$ cat config.mk
export PLATFORM = sky130hd
export DESIGN_NAME = json_string_unescape_utf8
export DESIGN_NICKNAME = d
export VERILOG_FILES = /design/src/design/jsu_pkg.sv /design/src/design/jsu_front.sv /design/src/design/jsu_queue.sv /design/src/design/jsu_back.sv /design/src/design/json_string_unescape_utf8.sv
export SDC_FILE = /design/constraint.sdc
export NUM_CORES = 1
export LEC_CHECK = 0
export ABC_CLOCK_PERIOD_IN_PS = 6240
export BUFFER_PORTS_ARGS = -buffer_cell sky130_fd_sc_hd__buf_2
export CORE_ASPECT_RATIO = 1.2
export CORE_MARGIN = 5
export CORE_UTILIZATION = 58
export CTS_CLUSTER_SIZE = 30
export DETAILED_ROUTE_END_ITERATION = 6
export PLACE_DENSITY_LB_ADDON = 0.2
export SLEW_MARGIN = 20
export SYNTH_ARGS = -nofsm -noshare
export SYNTH_HDL_FRONTEND = slang
export SYNTH_SLANG_ARGS = --single-unit
$ cat constraint.sdc
create_clock -name clk -period 6.24 [get_ports clk]
set_input_delay 0.936 -clock clk [delete_from_list [all_inputs] [get_ports clk]]
set_output_delay 0.936 -clock clk [all_outputs]
set_load 0.01 [all_outputs]
$ cat src/design/jsu_pkg.sv
// Shared types and constants for the JSON string unescaper.
`timescale 1ns / 1ps

package jsu_pkg;

  // Most results one input item can cause.
  localparam int REC_BYTES = 4;
  localparam int REC_IDX_W = $clog2(REC_BYTES);

  // Default number of records the queue between front and back holds.
  localparam int QUEUE_DEPTH_DEF = 4;

  // One classified item: the results it causes, ready to be played out.
  typedef struct packed {
    logic [REC_BYTES-1:0][7:0] bytes;
    logic [REC_IDX_W-1:0]      last_idx;
    logic                      has;
    logic                      fin;
  } rec_t;

endpackage

$ cat src/design/jsu_front.sv
// Front end: escape state machine turning each item into at most one result record.
`timescale 1ns / 1ps

module jsu_front import jsu_pkg::*; (
  input  logic       clk,
  input  logic       rst,
  input  logic       accept,
  input  logic [7:0] in_byte,
  input  logic       in_last,
  output logic       push,
  output rec_t       rec
);

  localparam logic [1:0] MODE_PLAIN = 2'd0;
  localparam logic [1:0] MODE_ESC   = 2'd1;
  localparam logic [1:0] MODE_HEX   = 2'd2;

  localparam logic [7:0] CH_BSLASH = 8'h5c;
  localparam logic [7:0] CH_U      = 8'h75;

  localparam logic [7:0] UTF_LEAD2 = 8'hc0;
  localparam logic [7:0] UTF_LEAD3 = 8'he0;
  localparam logic [7:0] UTF_CONT  = 8'h80;
  localparam logic [5:0] UTF_MASK  = 6'h3f;

  function automatic logic is_hex(input logic [7:0] c);
    is_hex = (c inside {[8'h30:8'h39], [8'h41:8'h46], [8'h61:8'h66]});
  endfunction

  function automatic logic [3:0] hex_val(input logic [7:0] c);
    logic [7:0] v;
    if (c inside {[8'h30:8'h39]}) begin
      v = c - 8'h30;
    end else if (c inside {[8'h61:8'h66]}) begin
      v = c - 8'h57;
    end else if (c inside {[8'h41:8'h46]}) begin
      v = c - 8'h37;
    end else begin
      v = 8'h00;
    end
    hex_val = v[3:0];
  endfunction

  function automatic logic [7:0] esc_map(input logic [7:0] c);
    case (c)
      8'h62:   esc_map = 8'h08;
      8'h66:   esc_map = 8'h0c;
      8'h6e:   esc_map = 8'h0a;
      8'h72:   esc_map = 8'h0d;
      8'h74:   esc_map = 8'h09;
      default: esc_map = c;
    endcase
  endfunction

  logic [1:0]      mode, mode_next;
  logic [1:0]      cnt, cnt_next;
  logic [2:0][7:0] held, held_next;
  logic [15:0]     cp;
  logic [2:0]      n;
  logic            do_plain;

  assign cp = {hex_val(held[0]), hex_val(held[1]), hex_val(held[2]), hex_val(in_byte)};

  always_comb begin
    rec       = '0;
    n         = 3'd0;
    mode_next = mode;
    cnt_next  = cnt;
    held_next = held;
    do_plain  = 1'b0;

    case (mode)
      MODE_ESC: begin
        if (in_byte == CH_U) begin
          mode_next = MODE_HEX;
          cnt_next  = 2'd0;
        end else begin
          rec.bytes[n[1:0]] = esc_map(in_byte);
          n = n + 3'd1;
          mode_next = MODE_PLAIN;
        end
      end
      MODE_HEX: begin
        if (!is_hex(in_byte)) begin
          // Drop the u, replay the held digits, then treat the byte as plain.
          for (int k = 0; k < 3; k++) begin
            if (2'(k) < cnt) begin
              rec.bytes[n[1:0]] = held[k];
              n = n + 3'd1;
            end
          end
          cnt_next = 2'd0;
          do_plain = 1'b1;
        end else if (cnt == 2'd3) begin
          mode_next = MODE_PLAIN;
          cnt_next  = 2'd0;
          if (cp[15:7] == 9'd0) begin
            rec.bytes[0] = {1'b0, cp[6:0]};
            n = 3'd1;
          end else if (cp[15:11] == 5'd0) begin
            rec.bytes[0] = UTF_LEAD2 | {3'b000, cp[10:6]};
            rec.bytes[1] = UTF_CONT | {2'b00, cp[5:0] & UTF_MASK};
            n = 3'd2;
          end else begin
            rec.bytes[0] = UTF_LEAD3 | {4'b0000, cp[15:12]};
            rec.bytes[1] = UTF_CONT | {2'b00, cp[11:6] & UTF_MASK};
            rec.bytes[2] = UTF_CONT | {2'b00, cp[5:0] & UTF_MASK};
            n = 3'd3;
          end
        end else begin
          held_next[cnt] = in_byte;
          cnt_next = cnt + 2'd1;
        end
      end
      default: begin
        do_plain = 1'b1;
      end
    endcase

    if (do_plain) begin
      if (in_byte == CH_BSLASH && !in_last) begin
        mode_next = MODE_ESC;
      end else begin
        rec.bytes[n[1:0]] = in_byte;
        n = n + 3'd1;
        mode_next = MODE_PLAIN;
      end
    end

    if (in_last) begin
      // Short hex run at string end: drop the u and replay what was held.
      if (mode_next == MODE_HEX) begin
        for (int k = 0; k < 3; k++) begin
          if (2'(k) < cnt_next) begin
            rec.bytes[n[1:0]] = held_next[k];
            n = n + 3'd1;
          end
        end
      end
      mode_next = MODE_PLAIN;
      cnt_next  = 2'd0;
    end

    rec.has      = (n != 3'd0);
    rec.last_idx = (n == 3'd0) ? '0 : REC_IDX_W'(n - 3'd1);
    rec.fin      = in_last;
  end

  assign push = accept && (n != 3'd0 || in_last);

  always_ff @(posedge clk) begin
    if (rst) begin
      mode <= MODE_PLAIN;
      cnt  <= 2'd0;
    end else if (accept) begin
      mode <= mode_next;
      cnt  <= cnt_next;
    end
  end

  always_ff @(posedge clk) begin
    if (accept) begin
      held <= held_next;
    end
  end

endmodule

$ cat src/design/jsu_queue.sv
// Small record queue between the front and back ends.
`timescale 1ns / 1ps

module jsu_queue import jsu_pkg::*; #(
  parameter int DEPTH = QUEUE_DEPTH_DEF
) (
  input  logic clk,
  input  logic rst,
  input  logic wr_en,
  input  rec_t wr_data,
  output logic full,
  input  logic rd_en,
  output rec_t rd_data,
  output logic empty
);

  localparam int AW = (DEPTH > 1) ? $clog2(DEPTH) : 1;
  localparam int CW = $clog2(DEPTH + 1);
  localparam logic [AW-1:0] PTR_LAST = AW'(DEPTH - 1);
  localparam logic [CW-1:0] CNT_FULL = CW'(DEPTH);

  rec_t          mem [DEPTH];
  logic [AW-1:0] wr_ptr, rd_ptr;
  logic [CW-1:0] count;

  assign full    = (count == CNT_FULL);
  assign empty   = (count == '0);
  assign rd_data = mem[rd_ptr];

  always_ff @(posedge clk) begin
    if (wr_en) begin
      mem[wr_ptr] <= wr_data;
    end
  end

  always_ff @(posedge clk) begin
    if (rst) begin
      wr_ptr <= '0;
      rd_ptr <= '0;
      count  <= '0;
    end else begin
      if (wr_en) begin
        wr_ptr <= (wr_ptr == PTR_LAST) ? '0 : wr_ptr + AW'(1);
      end
      if (rd_en) begin
        rd_ptr <= (rd_ptr == PTR_LAST) ? '0 : rd_ptr + AW'(1);
      end
      if (wr_en && !rd_en) begin
        count <= count + CW'(1);
      end else if (rd_en && !wr_en) begin
        count <= count - CW'(1);
      end
    end
  end

endmodule

$ cat src/design/jsu_back.sv
// Back end: plays one record out as a run of result items.
`timescale 1ns / 1ps

module jsu_back import jsu_pkg::*; (
  input  logic       clk,
  input  logic       rst,
  input  logic       q_empty,
  input  rec_t       q_data,
  output logic       q_pop,
  output logic       out_valid,
  input  logic       out_stall,
  output logic [7:0] out_byte,
  output logic       has_byte,
  output logic       run_last,
  output logic       string_end
);

  rec_t                 cur;
  logic [REC_IDX_W-1:0] idx;
  logic                 busy;
  logic                 fire, done;

  assign out_valid  = busy;
  assign out_byte   = cur.bytes[idx];
  assign has_byte   = cur.has;
  assign run_last   = (idx == cur.last_idx);
  assign string_end = run_last && cur.fin;

  assign fire  = busy && !out_stall;
  assign done  = fire && run_last;
  assign q_pop = !q_empty && (!busy || done);

  always_ff @(posedge clk) begin
    if (rst) begin
      busy <= 1'b0;
      idx  <= '0;
    end else if (q_pop) begin
      busy <= 1'b1;
      idx  <= '0;
    end else if (done) begin
      busy <= 1'b0;
    end else if (fire) begin
      idx <= idx + REC_IDX_W'(1);
    end
  end

  always_ff @(posedge clk) begin
    if (q_pop) begin
      cur <= q_data;
    end
  end

endmodule

$ cat src/design/json_string_unescape_utf8.sv
// Top level of the JSON string unescaper with UTF-8 output.
`timescale 1ns / 1ps

// Takes the body of a JSON string one byte per item and gives back the
// decoded bytes, one result item per cycle while out_stall is low. Simple
// escapes map to one byte, backslash u with four hex digits becomes 1 to 3
// UTF-8 bytes, and broken or short hex runs replay their digits. Each input
// item is classified combinationally by the front end and accepted every
// cycle while the record queue (QUEUE_DEPTH entries) has room; items that
// produce nothing, such as a backslash or a held hex digit, enter the queue
// only when they close the string. The back end emits one result per cycle
// while out_stall is low, so an item takes one output per result it causes
// (1 to 4), and the queue absorbs those bursts. With the back end idle, an
// accepted item's record is written into the queue and then loaded into the
// back end before its first result is on the outputs. run_last marks the
// final result of each item; string_end marks the final result of the string,
// and a closing item with no byte gives one result with has_byte low.
module json_string_unescape_utf8 import jsu_pkg::*; #(
  parameter int QUEUE_DEPTH = QUEUE_DEPTH_DEF
) (
  input  logic       clk,
  input  logic       rst,
  input  logic       in_valid,
  output logic       in_stall,
  input  logic [7:0] in_byte,
  input  logic       in_last,
  output logic       out_valid,
  input  logic       out_stall,
  output logic [7:0] out_byte,
  output logic       has_byte,
  output logic       run_last,
  output logic       string_end
);

  logic accept;
  logic push, q_full, q_empty, q_pop;
  rec_t rec, q_data;

  // Hold input while the queue is full; the front never waits otherwise.
  assign in_stall = q_full;
  assign accept   = in_valid && !in_stall;

  jsu_front u_front (
    .clk     (clk),
    .rst     (rst),
    .accept  (accept),
    .in_byte (in_byte),
    .in_last (in_last),
    .push    (push),
    .rec     (rec)
  );

  jsu_queue #(.DEPTH(QUEUE_DEPTH)) u_queue (
    .clk     (clk),
    .rst     (rst),
    .wr_en   (push),
    .wr_data (rec),
    .full    (q_full),
    .rd_en   (q_pop),
    .rd_data (q_data),
    .empty   (q_empty)
  );

  jsu_back u_back (
    .clk        (clk),
    .rst        (rst),
    .q_empty    (q_empty),
    .q_data     (q_data),
    .q_pop      (q_pop),
    .out_valid  (out_valid),
    .out_stall  (out_stall),
    .out_byte   (out_byte),
    .has_byte   (has_byte),
    .run_last   (run_last),
    .string_end (string_end)
  );

endmodule

# Yosys cells after proc, flatten, opt, wreduce, memory -nomap -nowiden
# Memories as Yosys holds them, arrays and structs flattened. A register that Yosys moved wholly into a read port is not among the register bits.
# Index checks and enable logic that the tools add are counted.
[word_totals]
ff_bits = 38
mem_bits_rw = 144
input_bits = 13
output_inout_bits = 13
elab_cells = 258
n_memories = 1
[op_classes]
add_sub_neg = 25
magnitude_cmp = 45
n_eq_ne = 15
muxes = 114
bitwise = 1
n_reduce_logical = 47
[memory_table]
columns = ["memory", "words", "word_bits", "read_ports", "rd_clocked_by_memory_dff", "write_ports", "line_no", "rtl"]
rows = [
  ["u_queue.mem", 4, 36, 1, 1, 1, "jsu_queue.sv:22", "rec_t mem [DEPTH];"],
]
[op_table]
columns = ["op", "n"]
rows = [
  ["$mux 32", 15],
  ["$bwmux 32", 6],
  ["$mux 24", 6],
  ["$mux 8", 15],
  ["$demux 8 s2", 7],
  ["$mux 3", 22],
  ["$ge 8x7->1 const B", 8],
  ["$le 8x7->1 const B", 8],
  ["$eq 8x7->1 const B", 7],
  ["$mux 4", 12],
  ["$pmux 8 s5", 1],
  ["$ge 8x6->1 const B", 4],
  ["$le 8x6->1 const B", 4],
  ["$sub 4x3->4 const B", 8],
  ["$logic_and 1x1->1", 28],
  ["$bwmux 24", 1],
  ["$lt 2x3->1 const B", 8],
  ["$mux 2", 12],
  ["$add 3x1->3 const B", 7],
  ["$bmux 8 s2", 1],
  ["$mux 16", 1],
  ["$pmux 8 s2", 1],
  ["$sub 4x1->4 const B", 4],
  ["$ge 2x1->1 const B", 7],
  ["other kinds (24)", 54],
]

# Depth between registers and ports, before layout
# Gate-level depths: netlist of the first run.
[logic_depth]
ltp_word = 35
mapped_depth = 28

# Modules after synthesis
# A second synthesis of the first run with hierarchy kept.
[hier_totals]
cells_unflattened = 1037
area_unflattened_um2 = 12727.2
[modules_own_cells]
columns = ["mod", "instances", "cells_per_inst", "area_per_inst_um2"]
rows = [
  ["jsu_queue", 1, 232, 5689.2],
  ["jsu_front", 1, 736, 5542.8],
  ["jsu_back", 1, 68, 1481.4],
  ["json_string_unescape_utf8", 1, 1, 13.8],
]

# Least setup slack after synthesis of the first run
# Ideal clock, no wire load.
[synth_path]
kind = "input -> register"
start = "input in_byte[0]"
end = "memory u_queue.mem[0][3] (netlist name), data pin"
t_arrival_ps = 5500
slack_ps = 557
path_stages = 26
n_path_buf = 1
cell_sequence = "buf_4 > inv_1 > ha_1 > nor3b_1 > nor2_1 > a211oi_2 > a21oi_1 > a21oi_1 > o21ai_4 > inv_1 > ha_1 > inv_1 > nand3_1 > nand2_1 > ha_1 > nand2_1 > o21a_1 > ha_1 > nor2b_1 > o22ai_1 > ha_1 > nor3b_1 > or4_1 > nand4_1 > nand2_1 > mux2i_1"
[synth_rtl]
columns = ["item", "line_no", "rtl"]
rows = [
  ["start, declared", "json_string_unescape_utf8.sv:25", "input logic [7:0] in_byte,"],
  ["end, declared", "jsu_queue.sv:22", ""],
]

==> results of run 1 <==
[cell families after synthesis]
| kind of cell | count (synthesis) |
|---|---|
| simple gates | 276 |
| buf+inv | 117 |
| fa+ha+maj | 48 |
| xor+xnor | 18 |
| compound gates | 295 |
| flops | 218 |
| mux | 72 |
[worst paths after layout]
path | cells past startpoint | to | startpoint | slack, ps
max reg2reg | 24 | u_queue.mem[1][3] | u_front.held[9] | 570
min | 2 | u_back.out_valid | u_back.out_valid | 510
max | 24 | u_queue.mem[1][3] | u_front.held[9] | 570
min reg2reg | 2 | u_back.out_valid | u_back.out_valid | 510
[synthesized netlist by cell type (5+ instances only)]
master	instances	area, sq um
a222oi_1	5	50.05
o21ai_0	48	240.2
xor2_1	8	70.07
inv_1	53	198.9
and2_1	15	93.84
and3_1	5	31.28
a22oi_1	35	262.8
a31oi_1	14	87.58
nand3_1	22	110.1
a221oi_1	16	140.1
o221ai_1	13	113.9
ha_1	47	588.1
mux4_2	44	991.0
edfxtp_1	204	6126
buf_4	6	45.04
a21oi_1	76	380.4
a211oi_1	7	52.55
xnor2_1	7	61.31
buf_2	15	75.07
nand2b_1	12	75.07
nor3_1	21	105.1
a21oi_2	5	43.79
buf_1	8	30.03
a22o_1	5	43.79
mux2i_1	26	260.3
nand2_1	73	274.0
nor2_1	77	289.0
clkbuf_1	31	116.4
dfxtp_1	14	280.3
nor3b_1	6	45.04
o22ai_1	9	56.30
nor2b_1	5	31.28
[tightest hold or removal path: cells and delay by family (launching register included)]
kind / cells / cell delay (ps)
DFF: 1 / 320
AOI/OAI and AO/OA: 2 / 140
[sequential cells by signal, indices dropped and copies added, names as in the netlist]
register	flops
u_back.cur	35
u_front.held	24
u_queue.wr_ptr	2
u_front.mode	2
u_back.idx	2
u_front.cnt	2
u_back.out_valid	1
u_queue.count	3
u_queue.mem	144
u_queue.rd_ptr	2
u_back.has_byte	1
[final cells by class]
type	count	area (sq um)
tap	270	337.8
clock buffer	29	598.1
multi-input combinational	709	5563
sequential	218	6409
timing repair buffer	62	415.4
fill	1614	7460
inverter	53	198.9
clock inverter	11	63.81
[per-layer routing]
layer | track usage | vias to the layer above | part of all wire
met1 | 0.3594 | 4387 | 0.38
met3 | 0.04193 | 151 | 0.082
met5 | 0 | - | 0
li1 | - | 4088 | -
met2 | 0.4536 | 526 | 0.48
met4 | 0.1106 | 0 | 0.050
[through the flow]
step | total power (uW) | hold WS [ps]
after floorplan | 2820 | 479.7
after global placement | 3136 | 493.5
after CTS | 4382 | 510.2
after detailed placement | 3165 | 500.7
final | 4349 | 510.9
after global routing | 4555 | 559.0
[where the power goes]
| part | total, uW | internal, uW | switching, uW | leakage [uW] |
|---|---|---|---|---|
| Sequential | 2130 | 1950 | 179 | 0.00203 |
| Clock | 1220 | 680 | 535 | 0.000325 |
| Combinational | 1010 | 442 | 566 | 0.00241 |
==> reports/metrics.yaml, run 1 <==
status: "finished, final reports clean"
core_area_sq_um: 21050
cts.sinks: 218
drc_errors: 0
crit_fanout: 10
ys_seq_area_frac: 0.5138
setup-tns-final_ps: 0
worst_setup_path_start_kind: "flip-flop"
path_buf_inv: 2
drive_gt1_frac: 0.1673
mostFrequentLayoutCells: "edfxtp_1, nor2_1, a21oi_1"
numCtsBuffers: 22
clockBufferDepth: 3
io_pins: 26
finalNetCount: 1127
place_area_sq_um: 12920
hold_buffers: 0
chipWidth_microns: 143.8
worst_pin_slew_ps: 1097
finalClockSkew_ps: 29.86
worstPathRequired_ps: 6520
netlist_area_sq_um: 12470
hold_viol_final: 0
path_cells: "inv_1 -> ha_1 -> o21bai_1 -> a21oi_1 -> a21oi_2 -> o22ai_2 -> nor3_2 -> a21o_1 -> ha_1 -> inv_1 -> nand3_1 -> nand2_1 -> ha_1 -> nand2_1 -> o21a_1 -> ha_1 -> nor2b_1 -> o22ai_1 -> ha_1 -> a21boi_1 -> or4_1 -> nand4_1 -> nand2_1 -> mux2i_1"
synth_nets: 1105
synth_top_flop_cell: "edfxtp_1"
synth_seq_cells: 218
synth-edff-count: 204
placed_cells: 1312
yosysWarnings: 0
setup_viol: 0
synth.avg_cell_area_sq_um: 11.94
postRouteAntennaNets: 0
die_y_microns: 170.6
postCtsSetupRepairBufs: 0
yosys.area_share.simple: 0.1139
vias: 9152
fin_area_sq_um: 13590
drv_slew: 0
start_util: 0.5924
globalplace.congestion: 1.039
dieArea_sq_um: 24540
grt_first_pass_wirelength_microns: 51750
cts_max_level: 1
cts_resized: 0
antenna_cells: 0
first_iter_violations: 1109
yosys.area_share.xor_xnor: 0.01445
grt_usage: 0.2726
avgRoutedWirePerCell_microns: 24.48
cts_tree: "built"
place_ws_ps: 276.3
hp-class: "flip-flop to flip-flop"
power_density_nw_per_um2: 320.1
rsz0062_at_grt: "no"
syn_to_final_growth_pct: 8.961
async_reset_ff_frac: 0
hpwl_microns: 23650
grt_max_degree: 40
layout_commonest_cell: "edfxtp_1"
cts_root_buf: "clkbuf_16"
leakage_uw: 0.004764
dr.pass1.iters: 6
wirelength_microns: 33090
synth.mux.area_fraction: 0.1025
period_share: 0.9085
setup_slack_ps: 571.3
vias_per_cell: 6.769
clock_latency_ps: 520
layout_min_cycle_time_ps: 5669
crit_path_end_kind: "flip-flop"
cap_viol_max_count: 0
slowest_stage: "edfxtp_1"
portBuffers: 25
path_class: "flip-flop to flip-flop"
arrival_ps: 5950
grt_overflow: 0
synth_cell_types: 96
cp_top_family: "compound AO/OA/AOI/OAI gates"
synthAdderAreaFrac: 0.04877
irDropWorstVdd_mv: 0.4050
final_cells: 1352
final_util: 0.6455
cts.clk_slew.worst_paths_ps: 60
crit_top_cell: "ha_1"
critical_path.max_stage_delay_ps: 590
grt_pass1_vias: 8969
synth_cells: 1044
fmax_mhz: 176.4
grt_antenna_before_repair: 0
synth_compound_area_frac: 0.1662
slew_headroom: 0.2632
synth_top_family_by_area: "compound AO/OA/AOI/OAI gates"
fp-row-count: 58
No activity file was read; power rests on OpenSTA's default activity.
==> inputs of run 2 (changes only) <==
==> constraint.sdc (replaced) <==
create_clock -name clk -period 6.24 [get_ports clk]
set_input_delay 0.312 -clock clk [delete_from_list [all_inputs] [get_ports clk]]
set_output_delay 0.312 -clock clk [all_outputs]
set_load 0.01 [all_outputs]
==> run 2 against run 1 <==
First-iteration DRC count is 15% lower. Final area is 0.12% higher. Register-to-register slack worse by 320 ps. Critical path depth is 1 higher. Cell count is 0.59% lower. Flip-flop and latch count stayed put. Fmax is 5.3% lower. Count of clock-buffer cells in the layout is 3 higher. Setup slack worse by 320 ps. Critical path type unchanged.
==> reports/metrics.yaml, run 2 (synthesized netlist as in run 1, its figures left out) <==
status: "finished, final reports clean"
postRouteAntennaNets: 0
grt_max_degree: 40
final.fill_count: 1607
leakage_uw: 0.004758
cts_tree: "built"
power_uw: 4496
clock_latency_ps: 520
drive_gt1_frac: 0.1611
path_class: "flip-flop to flip-flop"
grt_first_pass_wirelength_microns: 52910
start_util: 0.5924
wirelength_microns: 34040
hold_buffers: 0
cts_resized: 0
globalplace.congestion: 1.032
core_area_sq_um: 21050
slew_headroom: 0.2396
irDropWorstVdd_mv: 0.3816
clockBufferDepth: 3
rsz0062_at_grt: "no"
layout_min_cycle_time_ps: 5984
drc_errors: 0
setup-tns-final_ps: 0
io_pins: 26
cap_viol_max_count: 0
fp-row-count: 58
grt_antenna_before_repair: 0
finalNetCount: 1119
period_share: 0.9590
power_density_nw_per_um2: 330.5
portBuffers: 25
layout_commonest_cell: "edfxtp_1"
vias: 9102
syn_to_final_growth_pct: 9.092
grt_overflow: 0
grt_usage: 0.2805
crit_fanout: 11
first_iter_violations: 947
hp-class: "input pin to flip-flop"
mostFrequentLayoutCells: "edfxtp_1, nor2_1, a21oi_1"
arrival_ps: 6200
cts.sinks: 218
grt_pass1_vias: 8975
regMostFlops: "u_queue.mem"
setup_viol: 0
multiInputGateArea_sq_um: 5563
hold_viol_final: 0
dr.pass1.iters: 6
worst_setup_path_start_kind: "flip-flop"
crit_path_end_kind: "flip-flop"
chipWidth_microns: 143.8
vias_per_cell: 6.772
hpwl_microns: 24090
dieArea_sq_um: 24540
cts.clk_slew.worst_paths_ps: 70
drv_slew: 0
antenna_cells: 0
worstPathRequired_ps: 6450
cts_max_level: 1
numCtsBuffers: 23
largest_register_ffs: 144
seqCellArea_sq_um: 6409
finalClockSkew_ps: 14.44
cts_root_buf: "clkbuf_16"
reg_top3: "u_queue.mem x144, u_back.cur x35, u_front.held x24"
postCtsSetupRepairBufs: 0
avgRoutedWirePerCell_microns: 25.33
worst_pin_slew_ps: 1132
die_y_microns: 170.6
fmax_mhz: 167.1
## run 2: final cells by class
cell class | count | share of cell area
clock buffer | 32 | 0.04553
multi-input combinational | 709 | 0.4090
inverter | 53 | 0.01463
sequential | 218 | 0.4712
timing repair buffer | 53 | 0.02649
clock inverter | 9 | 0.008371
tap | 270 | 0.02484
## run 2: critical path, stage by stage (launching register included)
cell,delay (ps)
edfxtp_1,560
inv_1,110
ha_1,200
or2_1,220
a21boi_1,310
o21ba_2,230
o22a_1,240
nand2_2,80
o21ai_4,270
inv_1,120
ha_1,300
inv_1,50
nand3_1,90
nand2_1,160
ha_1,330
nand2_1,50
o21a_1,180
ha_1,300
nor2b_1,50
o22ai_1,220
inv_1,100
ha_1,230
a21oi_1,350
o21ai_0,240
a222oi_1,500
a21oi_1,190
## run 2: worst paths after layout
| path | start | endpoint | slack [ps] | cells past startpoint |
|---|---|---|---|---|
| setup / recovery | u_front.held[0] | u_queue.mem[1][8] | 260 | 25 |
| hold / removal | in_last | u_queue.mem[3][0] | 90 | 1 |
| setup reg to reg | u_front.held[0] | u_queue.mem[1][8] | 260 | 25 |
| hold reg to reg | u_queue.wr_ptr[1] | u_queue.wr_ptr[1] | 510 | 2 |
## run 2: per-layer routing
| layer | GRT usage | vias up | share of wire | routed length, microns |
|---|---|---|---|---|
| met5 | 0 | - | 0 | 0 |
| li1 | - | 4076 | - | - |
| met2 | 0.4668 | 500 | 0.49 | 16580 |
| met4 | 0.1130 | 0 | 0.046 | 1560 |
| met3 | 0.03690 | 117 | 0.076 | 2586 |
| met1 | 0.3742 | 4409 | 0.39 | 13310 |
## run 2: where the power goes
part           switching, uW  internal (uW)  leakage [uW]  total [uW]
Clock                    561            785      0.000359        1350
Combinational            577            454       0.00237        1030
Sequential               173           1950       0.00203        2120
Total                   1310           3180       0.00476        4500
## run 2: stage by stage
step / hold slack, ps / std cells / setup slack [ps] / utilization / instance area (sq um)
final: 92.78 / 1344 / 255.9 / 0.6463 / 13600
after global placement: 495.4 / 1303 / 613.1 / 0.6115 / 12870
after CTS: 87.27 / 1344 / 512.7 / 0.6463 / 13600
after detailed placement: 508.7 / 1303 / 458.6 / 0.6115 / 12870
after global routing: 105.0 / 1344 / 61.10 / 0.6463 / 13600
after floorplan: 389.5 / 1044 / 1135 / - / 12470
